## src/rtl/core/sensor_to_led_color_fill_assert.svh

```systemverilog
// assertion macros for the sensor to led color fill block
// expects clk_i and rst_ni in the scope where a macro is used
`ifndef SENSOR_TO_LED_COLOR_FILL_ASSERT_SVH
`define SENSOR_TO_LED_COLOR_FILL_ASSERT_SVH

// same-cycle implication, off during reset
`define STLCF_ASSERT_NOW(lbl, ante, cons, msg) \
  lbl: assert property (@(posedge clk_i) disable iff (!rst_ni) (ante) |-> (cons)) \
    else $error(msg);

// next-cycle implication, off during reset
`define STLCF_ASSERT_NEXT(lbl, ante, cons, msg) \
  lbl: assert property (@(posedge clk_i) disable iff (!rst_ni) (ante) |=> (cons)) \
    else $error(msg);

`endif

```

## src/rtl/core/stlcf_pkg.sv

```systemverilog
// shared types and constants of the sensor to led color fill block
// no dependencies
package stlcf_pkg;

  localparam int unsigned ColorW   = 24;
  localparam int unsigned ChanW    = 8;
  localparam int unsigned SensorW  = 16;
  localparam int unsigned BoundW   = 7;
  localparam int unsigned IndexW   = 6;
  localparam int unsigned FlagsW   = 3;
  localparam int unsigned CfgIdxW  = 4;

  // widths of the blend datapath; diff, delta and product are signed
  localparam int unsigned DiffW    = SensorW + 1;
  localparam int unsigned DeltaW   = ChanW + 1;
  localparam int unsigned ProdW    = DiffW + DeltaW;
  localparam int unsigned MagW     = 24;
  localparam int unsigned CntW     = 5;
  localparam int unsigned DivSteps = MagW;

  localparam logic [1:0] ChanLast  = 2'd2;

  // rule flag bits
  localparam int unsigned FlagEnable      = 0;
  localparam int unsigned FlagFadePressed = 1;
  localparam int unsigned FlagFadeRelease = 2;

  typedef enum logic [CfgIdxW-1:0] {
    CFG_ON_COLOR       = 4'd0,
    CFG_ON_FADE_COLOR  = 4'd1,
    CFG_OFF_COLOR      = 4'd2,
    CFG_OFF_FADE_COLOR = 4'd3,
    CFG_THRESHOLD      = 4'd4,
    CFG_RULE_FLAGS     = 4'd5,
    CFG_LED_BEGIN      = 4'd6,
    CFG_LED_END        = 4'd7
  } cfg_reg_e;

  // pick one 8-bit channel out of a packed color, red first
  function automatic logic [ChanW-1:0] chan_of(input logic [ColorW-1:0] col,
                                               input logic [1:0] ch);
    logic [ChanW-1:0] res;
    case (ch)
      2'd0:    res = col[23:16];
      2'd1:    res = col[15:8];
      default: res = col[7:0];
    endcase
    return res;
  endfunction

endpackage

```

## src/rtl/core/sensor_to_led_color_fill.sv

```systemverilog
// top level of the sensor to led color fill block
// depends on stlcf_pkg and sensor_to_led_color_fill_assert.svh
//
// Usage: one input beat (sensor_value_i, sensor_pressed_i) is taken when
// in_valid_i is high and in_stall_o is low. The block picks a color from the
// light rule and sends one output beat per led from led_begin up to
// led_end-1, last_o marking the final one. A beat leaves when out_valid_o
// is high and out_stall_i is low; a stalled beat holds, and the fill simply
// waits for the receiver. Rule registers must be written over the cfg channel
// (cfg_ready_o is always high) only while idle; the block does not enforce it.
// Flow: a plain color goes straight to the led beats; a blended color first
// goes through the shared multiplier and the one-bit-a-cycle restoring
// divider, each of the three channels in turn. Then one led beat per cycle
// while the receiver takes them. A disabled rule, an empty range or a bound
// past LED_TOTAL gives no beats.
// in_stall_o is high from the cycle after an accept until the last led beat
// is loaded into the output register; the next reading is taken while that
// beat still waits.
// Reset: all rule registers clear to 0 (rule disabled), no beat pending.
module sensor_to_led_color_fill #(
  parameter int unsigned LED_TOTAL = 64
) (
  input  logic                            clk_i,
  input  logic                            rst_ni,
  // config write channel
  input  logic                            cfg_valid_i,
  output logic                            cfg_ready_o,
  input  logic [stlcf_pkg::CfgIdxW-1:0]   cfg_index_i,
  input  logic [stlcf_pkg::ColorW-1:0]    cfg_data_i,
  // sensor input channel
  input  logic                            in_valid_i,
  output logic                            in_stall_o,
  input  logic [stlcf_pkg::SensorW-1:0]   sensor_value_i,
  input  logic                            sensor_pressed_i,
  // led output channel
  output logic                            out_valid_o,
  input  logic                            out_stall_i,
  output logic [stlcf_pkg::IndexW-1:0]    led_index_o,
  output logic [stlcf_pkg::ChanW-1:0]     red_o,
  output logic [stlcf_pkg::ChanW-1:0]     green_o,
  output logic [stlcf_pkg::ChanW-1:0]     blue_o,
  output logic                            last_o
);

  `include "sensor_to_led_color_fill_assert.svh"

  localparam logic [stlcf_pkg::BoundW-1:0] LedTotal = stlcf_pkg::BoundW'(LED_TOTAL);

  typedef enum logic [2:0] {
    S_IDLE,
    S_MUL,
    S_DIV,
    S_ACC,
    S_EMIT
  } state_e;

  // rule registers
  logic [stlcf_pkg::ColorW-1:0]  on_color_q, on_fade_color_q, off_color_q, off_fade_color_q;
  logic [stlcf_pkg::SensorW-1:0] threshold_q;
  logic [stlcf_pkg::FlagsW-1:0]  rule_flags_q;
  logic [stlcf_pkg::BoundW-1:0]  led_begin_q, led_end_q;

  // sequencer and datapath registers
  state_e                              state_q;
  logic [1:0]                          ch_q;
  logic [stlcf_pkg::CntW-1:0]          cnt_q;
  logic signed [stlcf_pkg::DiffW-1:0]  x_diff_q;
  logic [stlcf_pkg::SensorW-1:0]       den_q;
  logic                                span_neg_q;
  logic                                neg_q;
  logic [stlcf_pkg::MagW-1:0]          quo_q;
  logic [stlcf_pkg::SensorW-1:0]       rem_q;
  logic [stlcf_pkg::ColorW-1:0]        start_q, target_q, col_q;
  logic [stlcf_pkg::BoundW-1:0]        led_q;

  // output register
  logic                                out_valid_q;
  logic [stlcf_pkg::IndexW-1:0]        out_index_q;
  logic [stlcf_pkg::ChanW-1:0]         out_red_q, out_green_q, out_blue_q;
  logic                                out_last_q;

  assign cfg_ready_o = 1'b1;

  // config writes, unknown indexes ignored
  always_ff @(posedge clk_i or negedge rst_ni) begin
    if (!rst_ni) begin
      on_color_q       <= '0;
      on_fade_color_q  <= '0;
      off_color_q      <= '0;
      off_fade_color_q <= '0;
      threshold_q      <= '0;
      rule_flags_q     <= '0;
      led_begin_q      <= '0;
      led_end_q        <= '0;
    end else if (cfg_valid_i) begin
      unique case (cfg_index_i)
        stlcf_pkg::CFG_ON_COLOR:       on_color_q       <= cfg_data_i;
        stlcf_pkg::CFG_ON_FADE_COLOR:  on_fade_color_q  <= cfg_data_i;
        stlcf_pkg::CFG_OFF_COLOR:      off_color_q      <= cfg_data_i;
        stlcf_pkg::CFG_OFF_FADE_COLOR: off_fade_color_q <= cfg_data_i;
        stlcf_pkg::CFG_THRESHOLD:      threshold_q      <= cfg_data_i[15:0];
        stlcf_pkg::CFG_RULE_FLAGS:     rule_flags_q     <= cfg_data_i[2:0];
        stlcf_pkg::CFG_LED_BEGIN:      led_begin_q      <= cfg_data_i[6:0];
        stlcf_pkg::CFG_LED_END:        led_end_q        <= cfg_data_i[6:0];
        default: ;
      endcase
    end
  end

  // rule selection for the incoming reading
  logic [stlcf_pkg::SensorW-1:0]      thr2, sel_lo, sel_hi;
  logic [stlcf_pkg::ColorW-1:0]       sel_a, sel_b, sel_col;
  logic                               sel_blend;
  logic signed [stlcf_pkg::DiffW-1:0] span, x_diff;
  logic [stlcf_pkg::DiffW-1:0]        span_mag;
  logic                               fill_ok;

  always_comb begin
    thr2      = {threshold_q[14:0], 1'b0};
    sel_lo    = '0;
    sel_hi    = threshold_q;
    sel_a     = off_color_q;
    sel_b     = off_fade_color_q;
    sel_col   = off_color_q;
    sel_blend = 1'b0;
    if (sensor_pressed_i) begin
      sel_lo  = threshold_q;
      sel_hi  = thr2;
      sel_a   = on_color_q;
      sel_b   = on_fade_color_q;
      sel_col = on_color_q;
      if (rule_flags_q[stlcf_pkg::FlagFadePressed]) begin
        if (sensor_value_i > thr2) begin
          sel_col = on_fade_color_q;
        end else begin
          sel_blend = 1'b1;
        end
      end
    end else if (rule_flags_q[stlcf_pkg::FlagFadeRelease]) begin
      sel_blend = 1'b1;
    end
    span     = $signed({1'b0, sel_hi}) - $signed({1'b0, sel_lo});
    x_diff   = $signed({1'b0, sensor_value_i}) - $signed({1'b0, sel_lo});
    span_mag = span[stlcf_pkg::DiffW-1] ? stlcf_pkg::DiffW'(-span) : span;
    // zero span falls back to the start color
    if (sel_blend && span == '0) begin
      sel_blend = 1'b0;
      sel_col   = sel_a;
    end
    fill_ok = rule_flags_q[stlcf_pkg::FlagEnable] && (led_begin_q <= LedTotal) &&
              (led_end_q <= LedTotal) && (led_begin_q < led_end_q);
  end

  // shared multiplier: offset times channel delta
  logic [stlcf_pkg::ChanW-1:0]         a_ch, b_ch;
  logic signed [stlcf_pkg::DeltaW-1:0] delta;
  logic signed [stlcf_pkg::ProdW-1:0]  prod;
  logic [stlcf_pkg::ProdW-1:0]         prod_mag;

  always_comb begin
    a_ch     = stlcf_pkg::chan_of(start_q, ch_q);
    b_ch     = stlcf_pkg::chan_of(target_q, ch_q);
    delta    = $signed({1'b0, b_ch}) - $signed({1'b0, a_ch});
    prod     = stlcf_pkg::ProdW'(x_diff_q) * stlcf_pkg::ProdW'(delta);
    prod_mag = prod[stlcf_pkg::ProdW-1] ? stlcf_pkg::ProdW'(-prod) : prod;
  end

  // restoring divider step, one quotient bit a cycle
  logic [stlcf_pkg::SensorW:0]   rem_sh, rem_sub;
  logic                          take;
  logic [stlcf_pkg::SensorW-1:0] rem_d;

  always_comb begin
    rem_sh  = {rem_q, quo_q[stlcf_pkg::MagW-1]};
    rem_sub = rem_sh - {1'b0, den_q};
    take    = (rem_sh >= {1'b0, den_q});
    rem_d   = take ? rem_sub[stlcf_pkg::SensorW-1:0] : rem_sh[stlcf_pkg::SensorW-1:0];
  end

  // signed quotient, low byte only, plus start channel
  logic [stlcf_pkg::ChanW-1:0] q8, chan_res;

  always_comb begin
    q8       = neg_q ? stlcf_pkg::ChanW'(-quo_q[7:0]) : quo_q[7:0];
    chan_res = q8 + a_ch;
  end

  logic emit_free, emit_last;
  assign emit_free = !out_valid_q || !out_stall_i;
  assign emit_last = ((led_q + stlcf_pkg::BoundW'(1)) == led_end_q);

  // sequencer, datapath and output register
  always_ff @(posedge clk_i or negedge rst_ni) begin
    if (!rst_ni) begin
      state_q     <= S_IDLE;
      out_valid_q <= 1'b0;
      ch_q        <= '0;
      cnt_q       <= '0;
    end else begin
      // a taken beat clears unless the fill loads the next one
      if (out_valid_q && !out_stall_i && state_q != S_EMIT) begin
        out_valid_q <= 1'b0;
      end
      unique case (state_q)
        S_IDLE: begin
          if (in_valid_i && fill_ok) begin
            led_q      <= led_begin_q;
            x_diff_q   <= x_diff;
            den_q      <= span_mag[stlcf_pkg::SensorW-1:0];
            span_neg_q <= span[stlcf_pkg::DiffW-1];
            start_q    <= sel_a;
            target_q   <= sel_b;
            col_q      <= sel_col;
            ch_q       <= '0;
            state_q    <= sel_blend ? S_MUL : S_EMIT;
          end
        end
        S_MUL: begin
          quo_q   <= prod_mag[stlcf_pkg::MagW-1:0];
          rem_q   <= '0;
          neg_q   <= prod[stlcf_pkg::ProdW-1] ^ span_neg_q;
          cnt_q   <= stlcf_pkg::CntW'(stlcf_pkg::DivSteps);
          state_q <= S_DIV;
        end
        S_DIV: begin
          rem_q <= rem_d;
          quo_q <= {quo_q[stlcf_pkg::MagW-2:0], take};
          cnt_q <= cnt_q - stlcf_pkg::CntW'(1);
          if (cnt_q == stlcf_pkg::CntW'(1)) begin
            state_q <= S_ACC;
          end
        end
        S_ACC: begin
          case (ch_q)
            2'd0:    col_q[23:16] <= chan_res;
            2'd1:    col_q[15:8]  <= chan_res;
            default: col_q[7:0]   <= chan_res;
          endcase
          if (ch_q == stlcf_pkg::ChanLast) begin
            state_q <= S_EMIT;
          end else begin
            ch_q    <= ch_q + 2'd1;
            state_q <= S_MUL;
          end
        end
        S_EMIT: begin
          if (emit_free) begin
            out_valid_q <= 1'b1;
            out_index_q <= led_q[stlcf_pkg::IndexW-1:0];
            out_red_q   <= col_q[23:16];
            out_green_q <= col_q[15:8];
            out_blue_q  <= col_q[7:0];
            out_last_q  <= emit_last;
            led_q       <= led_q + stlcf_pkg::BoundW'(1);
            if (emit_last) begin
              state_q <= S_IDLE;
            end
          end
        end
        default: state_q <= S_IDLE;
      endcase
    end
  end

  assign in_stall_o  = (state_q != S_IDLE);
  assign out_valid_o = out_valid_q;
  assign led_index_o = out_index_q;
  assign red_o       = out_red_q;
  assign green_o     = out_green_q;
  assign blue_o      = out_blue_q;
  assign last_o      = out_last_q;

  // checks on the sequencer and divider
  `STLCF_ASSERT_NOW(a_rem_below_den, state_q == S_DIV, rem_q < den_q, "divider remainder not below divisor")
  `STLCF_ASSERT_NOW(a_div_count, state_q == S_DIV, cnt_q != '0, "divider step count ran out")
  `STLCF_ASSERT_NOW(a_emit_in_range, state_q == S_EMIT, led_q < led_end_q, "led counter past range end")
  `STLCF_ASSERT_NEXT(a_last_ends_fill, state_q == S_EMIT && emit_free && emit_last, state_q == S_IDLE && out_valid_q && out_last_q, "last beat did not end the fill")

endmodule
```

## config.mk

```make
export PLATFORM = sky130hd
export DESIGN_NAME = sensor_to_led_color_fill
export DESIGN_NICKNAME = d
export VERILOG_FILES = /design/src/rtl/core/stlcf_pkg.sv /design/src/rtl/core/sensor_to_led_color_fill.sv
export VERILOG_INCLUDE_DIRS = /design/src /design/src/rtl/core
export SDC_FILE = /design/constraint.sdc
export NUM_CORES = 1
export LEC_CHECK = 0
export ABC_AREA = 1
export BUFFER_PORTS_ARGS = -buffer_cell sky130_fd_sc_hd__buf_2
export CORE_MARGIN = 3
export CORE_UTILIZATION = 40
export CTS_CLUSTER_SIZE = 24
export DETAILED_ROUTE_END_ITERATION = 8
export SLEW_MARGIN = 20
export SYNTH_ARGS = -nofsm -noshare
export SYNTH_HDL_FRONTEND = slang
export SYNTH_SLANG_ARGS = --single-unit
```

## constraint.sdc

```tcl
create_clock -name clk_i -period 11.46 [get_ports clk_i]
set_input_delay 0 -clock clk_i [delete_from_list [all_inputs] [get_ports clk_i]]
set_output_delay 0 -clock clk_i [all_outputs]
set_load 0.1 [all_outputs]
```

==> flow_summary.yaml, run 1 <==
timing:
  finClkSkew_ns: 0.0234
  fmax_mhz: 117
  finalHoldViolCount: 0
  period_minus_slack_ns: 8.53
  rsz0062_at_grt: "false"
  setup_violations: 0
  slew_viol_final: 0
  setup_tns_ns: 0
  period_share_pct: 74.5
  tightest_slew_ns: 0.973
  max_slew_margin_pct: 35.0
finish:
  drive_above_1_share_pct: 6.69
  n_antenna_cell: 0
  areaGrowthSynthToFinish_pct: 12.5
  fillers: 5565
  nets: 3243
  fin_util_pct: 46.0
  post-route-cell-area_um2: 26200
floorplanning:
  num_io_pins: 84
  die-area_um2: 61300
  start_util_pct: 40.9
  die_x_um: 248
  rows: 87
  die_h_um: 248
  core_um2: 57000
setup_path:
  worst_path_max_delay_cell: "ha_1"
  max_stage_delay_ns: 0.60
  cp_common_cell: "nand2_1"
  worstSetupPathType: "flip-flop to flip-flop"
  cp.required_ns: 11.77
  crit_fanout: 18
  critPathCaptureType: "flip-flop"
  arrival_ns: 8.84
  start_kind: "flip-flop"
yosys:
  synth_top_area_cell: "edfxtp_1"
  ys.flop_type: "edfxtp_1"
  netlist_area_um2: 23300
  yosysSeqAreaShare_pct: 38.8
  syn_inst: 2815
  ys_ff_latch: 325
  synth_top_cell_area_share_pct: 23.8
  synthTopCellsByArea: "edfxtp_1 (24%), dfrtp_1 (15%), nand2_1 (13%)"
  syn_avg_cell_area_um2: 8.29
  async_flop_share_pct: 43.1
  synth.most_common_cell: "nand2_1"
  synthTopCellsByCount: "nand2_1 (820), inv_1 (386), o21ai_0 (263)"
  synth_cell_type_count: 54
  synth_warnings: 0
  synth.net_count: 3141
  synth-edff-count: 185
placement:
  post_dp_cell_area_um2: 24500
  gp_congestion: 0.916
  post-dp-hpwl_mm: 50.4
  io_buffers: 82
global_route:
  grt_pass1_vias: 19400
  antenna_found_initial: 0
  grt_max_degree: 88
  overflow: 0
  grt_pass1_wl_mm: 107
  grt.total_usage_pct: 22.3
clock_network:
  cts_resized: 0
  clk_latency_ns: 0.57
  cts_post_setup_buffers_inserted: 0
  cts_htree_levels: 2
  cts_tree: "yes"
  cts_hold_buf: 44
  cts_root_buffer: "clkbuf_16"
  clock-sinks: 325
  numCtsBuffers: 38
  clk_pin_slew_ns: 0.06
  clockBufferDepth: 3
detailed_routing:
  drt_iter0_drc: 1578
  vias_per_cell: 5.17
  wl_per_cell_um: 18.0
  first_pass_iters: 6
  routed_wl_mm: 66.6
  drc: 0
  via_count: 19100
  ant_nets: 0
min_path:
  hp-class: "primary input to asynchronous set/reset pin"
run_status:
  outcome: "completed"
run:
  maxCapViolCount: 0
-- through the flow --
stage          setup slack, ns  hold WS [ns]  cells
2_1_floorplan             3.58        -0.296   2815
3_3_place_gp              3.13       -0.0744   3589
3_5_place_dp              2.99       -0.0710   3589
4_1_cts                   3.00        0.0137   3702
5_1_grt                   2.15        0.0473   3702
6_report                  2.93        0.0275   3702
-- critical path: cells and delay by family (launching register included) --
kind / cells / cell delay [ns]
compound gates: 2 / 0.52
xor+xnor: 2 / 0.68
fa+ha+maj: 8 / 3.89
buf+inv: 7 / 0.69
flops: 1 / 0.39
simple gates: 17 / 2.07
-- state kept, by name, indices dropped and copies added, names as in the netlist, 3 cells and up --
register and flops:
green_o 8, rem_q 16, col_q 24, rule_flags_q 3, on_fade_color_q 24, target_q 24
state_q 3, quo_q 24, red_o 8, off_color_q 24, den_q 16, led_index_o 6
x_diff_q 17, led_q 7, off_fade_color_q 24, led_end_q 7, threshold_q 16, blue_o 8
led_begin_q 7, on_color_q 24, start_q 24, cnt_q 5
-- cell type report --
| type | count | area, um2 | area share, % |
|---|---|---|---|
| flip-flops and latches | 325 | 9060 | 34.5 |
| inverters | 390 | 1460 | 5.58 |
| clock inverters | 17 | 164 | 0.624 |
| repair buffers | 145 | 1010 | 3.85 |
| well taps | 756 | 946 | 3.60 |
| clock buffers | 52 | 1120 | 4.26 |
| multi-input cells | 2017 | 12500 | 47.6 |
-- metal layers --
metal	global-route usage, %	vias up	wire (um)
met5	0	-	0
met3	2.68	126	3240
met2	38.1	538	31700
met4	8.91	0	2680
li1	-	9264	-
met1	29.1	9220	28900
-- cell families after synthesis --
logic type	synth area share, %
buf+inv	7.80
compound gates	9.44
flops	38.8
simple gates	21.8
other cells	0.0161
xor+xnor	3.07
fa+ha+maj	19.0
-- placed cells by master, fill, tap and decap left out, drive strengths merged, types with 4 or more instances in the layout --
cell type / n
a22o: 8
ha: 145
dlygate4sd3: 43
o21bai: 4
inv: 391
a21o: 8
dfrtp: 140
clkinv: 14
nand3: 138
a31oi: 7
nand4: 25
nand2: 825
and2: 7
nand3b: 13
o31ai: 4
o21ai: 265
a21oi: 100
fa: 131
or2: 5
nor2: 210
nor3: 17
buf: 102
clkbuf: 52
xnor2: 35
o22ai: 4
edfxtp: 185
xor2: 46
-- worst paths after layout --
check / start / to / slack, ns / cells after the start
min in group clk_i: sensor_value_i[12] / x_diff_q[12] / 0.05 / 3
min reg2reg: col_q[3] / blue_o[3] / 0.42 / 0
max: ch_q[0] / quo_q[21] / 2.93 / 36
max in group asynchronous: rst_ni / off_fade_color_q[11] / 10.54 / 3
min: rst_ni / cnt_q[3] / 0.03 / 3
max reg2reg: ch_q[0] / quo_q[21] / 2.93 / 36
Power of run 1 is not shown: default switching activity piles up to over one toggle a cycle in this logic, so the estimate is an artifact.
==> run 2, diff against run 1 <==
--- a/config.mk
+++ b/config.mk
@@ -6,7 +6,7 @@
 export SDC_FILE = /design/constraint.sdc
 export NUM_CORES = 1
 export LEC_CHECK = 0
-export ABC_AREA = 1
+export ABC_AREA = 0
 export BUFFER_PORTS_ARGS = -buffer_cell sky130_fd_sc_hd__buf_2
 export CORE_MARGIN = 3
 export CORE_UTILIZATION = 40
==> constraint.sdc (replaced) <==
create_clock -name clk_i -period 7 [get_ports clk_i]
set_input_delay 0 -clock clk_i [delete_from_list [all_inputs] [get_ports clk_i]]
set_output_delay 0 -clock clk_i [all_outputs]
set_load 0.1 [all_outputs]
==> run 2 against run 1 <==
Effect of this change: the flow now finishes with violations (negative setup slack); synthesized cell count down 26%; final area up 3.9%; via count down 14%; die area down 1.6%; non-clock buffer count up 131; worst setup slack worse by 3.8 ns; global-route usage down 2.8 points; register-to-register slack worse by 3.8 ns; routed wire length down 12%; critical path depth down 2; highest routed layer unchanged.
==> flow_summary.yaml, run 2 <==
timing:
  setup_violations: 24
  setup_slack_ns: -0.887
  tightest_slew_ns: 1.07
  slew_viol_final: 0
  rsz0062_at_grt: "true"
  fmax_mhz: 127
  finClkSkew_ns: 0.0241
  finalHoldViolCount: 0
  period_share_pct: 113
  period_minus_slack_ns: 7.89
  max_slew_margin_pct: 29.0
setup_path:
  cp.required_ns: 7.24
  worst-path-stages: 34
  worst_path_max_delay_cell: "or4_4"
  max_stage_delay_ns: 0.54
  crit_fanout: 8
  start_kind: "flip-flop"
  cp_top_family: "adder cells"
  worstSetupPathType: "flip-flop to flip-flop"
  r2r_cells: 34
  arrival_ns: 8.13
  cp_common_cell: "fa_1"
  worst-path-buf-inv: 5
  critPathCaptureType: "flip-flop"
detailed_routing:
  via_count: 16500
  drt_iter0_drc: 835
  first_pass_iters: 5
  ant_nets: 0
  wl_per_cell_um: 18.8
  vias_per_cell: 5.32
  drc: 0
  routed_wl_mm: 58.4
placement:
  io_buffers: 82
  post-dp-hpwl_mm: 43.9
  gp_congestion: 0.878
  place_inst: 2992
yosys:
  synth_top_area_cell: "edfxtp_1"
  synth_top_cell_area_share_pct: 24.2
  synthTopCellsByArea: "edfxtp_1 (24%), dfrtp_1 (15%), fa_1 (11%)"
  synth_cell_type_count: 82
  async_flop_share_pct: 43.1
  synth-edff-count: 185
  ys.flop_type: "edfxtp_1"
  synth_warnings: 0
  ys_ff_latch: 325
  synth.most_common_cell: "mux2_2"
  yosysSeqAreaShare_pct: 39.5
  synthTopCellsByCount: "mux2_2 (190), edfxtp_1 (185), nand2_1 (177)"
  syn_avg_cell_area_um2: 11.0
  syn_inst: 2078
  netlist_area_um2: 23000
  synth.net_count: 2404
clock_network:
  cts_tree: "yes"
  clk_pin_slew_ns: 0.06
  clockBufferDepth: 3
  clk_latency_ns: 0.53
  numCtsBuffers: 35
  cts_htree_levels: 2
  clock-sinks: 325
  cts_root_buffer: "clkbuf_16"
finish:
  fillers: 5178
  nets: 2649
  n_antenna_cell: 0
  fin_cells: 3105
  areaGrowthSynthToFinish_pct: 18.9
  final_cell_mix: "mux2_2 (187), edfxtp_1 (185), nand2_1 (172)"
  final_common_cell: "mux2_2"
  drive_above_1_share_pct: 25.2
run_status:
  violations: "negative setup slack"
  outcome: "finished with violations"
global_route:
  grt.total_usage_pct: 19.5
  grt_pass1_vias: 17200
  antenna_found_initial: 0
  grt_max_degree: 67
  grt_pass1_wl_mm: 93.8
  overflow: 0
floorplanning:
  die-area_um2: 60300
  die_h_um: 246
  num_io_pins: 84
  start_util_pct: 40.6
  core_um2: 56600
  rows: 87
  die_x_um: 246
run:
  maxCapViolCount: 0
min_path:
  holdPathStages: 4
  hp-class: "primary input to flip-flop"
## run 2: kinds of logic (layout without fill, tap and decap cells)
| family | Yosys count | after routing | synth area share [%] |
|---|---|---|---|
| AND/OR/NAND/NOR | 541 | 541 | 11.7 |
| AO/OA/AOI/OAI | 327 | 327 | 9.18 |
| flip-flops | 325 | 325 | 39.5 |
| adder cells (fa/ha/maj) | 280 | 280 | 19.5 |
| buffers and inverters | 245 | 516 | 4.12 |
| multiplexers | 230 | 230 | 11.1 |
| XOR/XNOR | 129 | 129 | 4.92 |
| other | 1 | 1 | 0.0163 |
## run 2: final timing paths
path	slack, ns	end	from
worst max-delay path	-0.89	quo_q[23]	ch_q[0]
worst min-delay path	0.01	x_diff_q[3]	sensor_value_i[3]
worst max register to register	-0.89	quo_q[23]	ch_q[0]
worst min register to register	0.42	red_o[3]	col_q[19]
max in group asynchronous	6.18	threshold_q[5]	rst_ni
min in group asynchronous	0.05	off_color_q[9]	rst_ni
## run 2: what timing repair did
action                                  CTS  global route
endpoints found under the setup margin   24            24
setup buffers                            16             4
cloned                                    1             0
resized for setup                        58            27
pin swaps                                41            30
hold buffers                             30             0
hold endpoints to repair                215             0
## run 2: area by class of cell
cell class,instances,area [um2],area share [%]
multi-input combinational,1508,13400,49.1
sequential,325,9060,33.2
inverter,177,664,2.43
clock buffer,47,981,3.60
timing repair buffer,276,2070,7.57
tap,756,946,3.47
clock inverter,16,179,0.656
## run 2: stage by stage
stage / util (%) / setup TNS [ns] / instance area, um2 / hold slack (ns) / setup slack, ns
floorplan: - / -13.96 / 23200 / -0.296 / -0.750
global placement: 44.8 / -20.81 / 25300 / -0.0564 / -0.925
detailed placement: 44.8 / -22.28 / 25300 / -0.0520 / -1.01
CTS: 48.0 / -19.73 / 27200 / 0.00115 / -0.877
global route: 48.2 / -27.82 / 27300 / 0.0286 / -1.25
finish: 48.2 / -18.78 / 27300 / 0.0109 / -0.887
## run 2: per-layer routing
metal | vias to the layer above | wire [um] | global-route usage, %
met3 | 67 | 2070 | 2.06
li1 | 7722 | - | -
met4 | 0 | 1130 | 4.27
met5 | - | 0 | 0
met1 | 8457 | 27200 | 27.3
met2 | 277 | 28000 | 32.9
## run 2: worst min-delay path: cells and delay by family
| family | cells | cell delay, ns |
|---|---|---|
| buf+inv | 1 | 0.11 |
| simple gates | 2 | 0.13 |
| fa+ha+maj | 1 | 0.16 |
Power of run 2 is left out for the same reason.
==> run 3, diff against run 2 <==
--- a/config.mk
+++ b/config.mk
@@ -12,6 +12,7 @@
 export CORE_UTILIZATION = 40
 export CTS_CLUSTER_SIZE = 24
 export DETAILED_ROUTE_END_ITERATION = 8
+export SETUP_SLACK_MARGIN = 0.2
 export SLEW_MARGIN = 20
 export SYNTH_ARGS = -nofsm -noshare
 export SYNTH_HDL_FRONTEND = slang
==> run 3 against run 2 <==
Effect of this change: the flow still finishes with violations (negative setup slack); sequential share of layout area about the same; global-route usage unchanged; non-clock buffer count increased by 1; first-iteration DRC count increased by 1.4%; flip-flop and latch count is the same; register-to-register slack barely moved; clock skew is 0.00095 ns lower; critical path depth stayed put; count of clock-buffer cells in the layout unchanged; routed wire length about the same; largest cell class unchanged; highest routed layer unchanged.
==> flow_summary.yaml, run 3 (synthesized netlist as in run 2, its figures left out) <==
setup_path:
  critPathCaptureType: "flip-flop"
  max_stage_delay_ns: 0.54
  cp_common_cell: "fa_1"
  cp.required_ns: 7.24
  crit_fanout: 8
  start_kind: "flip-flop"
  worstSetupPathType: "flip-flop to flip-flop"
  worst_path_max_delay_cell: "or4_4"
  arrival_ns: 8.13
timing:
  hold_ws_ns: 0.0101
  setup_violations: 24
  period_share_pct: 113
  setup_slack_ns: -0.890
  finalHoldViolCount: 0
  finClkSkew_ns: 0.0231
  tightest_slew_ns: 1.06
  rsz0062_at_grt: "true"
  slew_viol_final: 0
  max_slew_margin_pct: 29.6
  period_minus_slack_ns: 7.89
  fmax_mhz: 127
finish:
  post-route-cell-area_um2: 27300
  final_common_cell: "mux2_2"
  areaGrowthSynthToFinish_pct: 18.8
  nets: 2650
  n_antenna_cell: 0
  final_cell_mix: "mux2_2 (187), edfxtp_1 (185), nand2_1 (172)"
  drive_above_1_share_pct: 25.1
clock_network:
  clk_pin_slew_ns: 0.06
  cts_root_buffer: "clkbuf_16"
  clockBufferDepth: 3
  cts_tree: "yes"
  clock-sinks: 325
  numCtsBuffers: 35
  cts_htree_levels: 2
  clk_latency_ns: 0.53
run_status:
  outcome: "finished with violations"
  violations: "negative setup slack"
detailed_routing:
  first_pass_iters: 5
  via_count: 16500
  routed_wl_mm: 58.4
  drc: 0
  ant_nets: 0
  vias_per_cell: 5.32
  wl_per_cell_um: 18.8
  drt_iter0_drc: 847
global_route:
  grt_pass1_vias: 17200
  antenna_found_initial: 0
  grt_pass1_wl_mm: 93.8
  overflow: 0
  grt_max_degree: 67
  grt.total_usage_pct: 19.5
  grt_use_met3_pct: 2.06
  met2_usage_pct: 32.9
  grt-busiest-layer: "met2"
  met1_usage_pct: 27.3
min_path:
  hp-class: "primary input to flip-flop"
floorplanning:
  die_x_um: 246
  core_um2: 56600
  start_util_pct: 40.6
  rows: 87
  num_io_pins: 84
  die-area_um2: 60300
  die_h_um: 246
placement:
  post_dp_cell_area_um2: 25300
  gp_congestion: 0.878
  io_buffers: 82
  post-dp-hpwl_mm: 43.9
run:
  maxCapViolCount: 0
[run 3: cell type report]
cell class | count | area [um2]
repair buffers | 277 | 2090
inverters | 177 | 664
clock buffers | 47 | 981
multi-input cells | 1508 | 13400
clock inverters | 16 | 179
well taps | 756 | 946
fillers | 5184 | 29300
flip-flops and latches | 325 | 9060
[run 3: path summary, 6_finish.rpt]
path                              startpoint        endpoint  slack [ns]  depth (start not counted)
min in group asynchronous             rst_ni  off_color_q[9]        0.05                          3
hold / removal             sensor_value_i[3]     x_diff_q[3]        0.01                          4
setup / recovery                     ch_q[0]       quo_q[23]       -0.89                         34
max in group asynchronous             rst_ni  threshold_q[5]        6.19                          3
setup reg to reg                     ch_q[0]       quo_q[23]       -0.89                         34
hold reg to reg                    col_q[19]        red_o[3]        0.42                          0
[run 3: repair_timing]
item,in CTS,in global routing
pin swaps,41,30
hold buffers,30,0
gates cloned,1,0
hold endpoints to repair,215,0
gates resized for setup,58,20
buffers inserted,16,4
setup endpoints to repair,24,24
[run 3: layer usage]
layer  share of wire (%)  vias up
li1                    -     7732
met1                  47     8457
met2                  48      275
met3                 3.3       71
met4                 2.0        0
met5                   0        -
[run 3: through the flow]
stage | setup TNS, ns | worst slack (ns) | instances | util [%]
2_1_floorplan | -13.96 | -0.750 | 2078 | -
3_3_place_gp | -20.81 | -0.925 | 2992 | 44.8
3_5_place_dp | -22.28 | -1.01 | 2992 | 44.8
4_1_cts | -19.73 | -0.877 | 3102 | 48.0
5_1_grt | -28.22 | -1.26 | 3106 | 48.2
6_report | -19.24 | -0.890 | 3106 | 48.2
[run 3: critical path, delay by kind of cell, from the launching register on]
kind,cells,cell delay (ns)
adders and majority gates,8,3.10
DFF,1,0.41
buffers and inverters,5,0.37
xor gates and xnor gates,2,0.33
and+or+nand+nor,9,1.62
AOI/OAI and AO/OA,10,1.74
Power of run 3 is left out for the same reason.
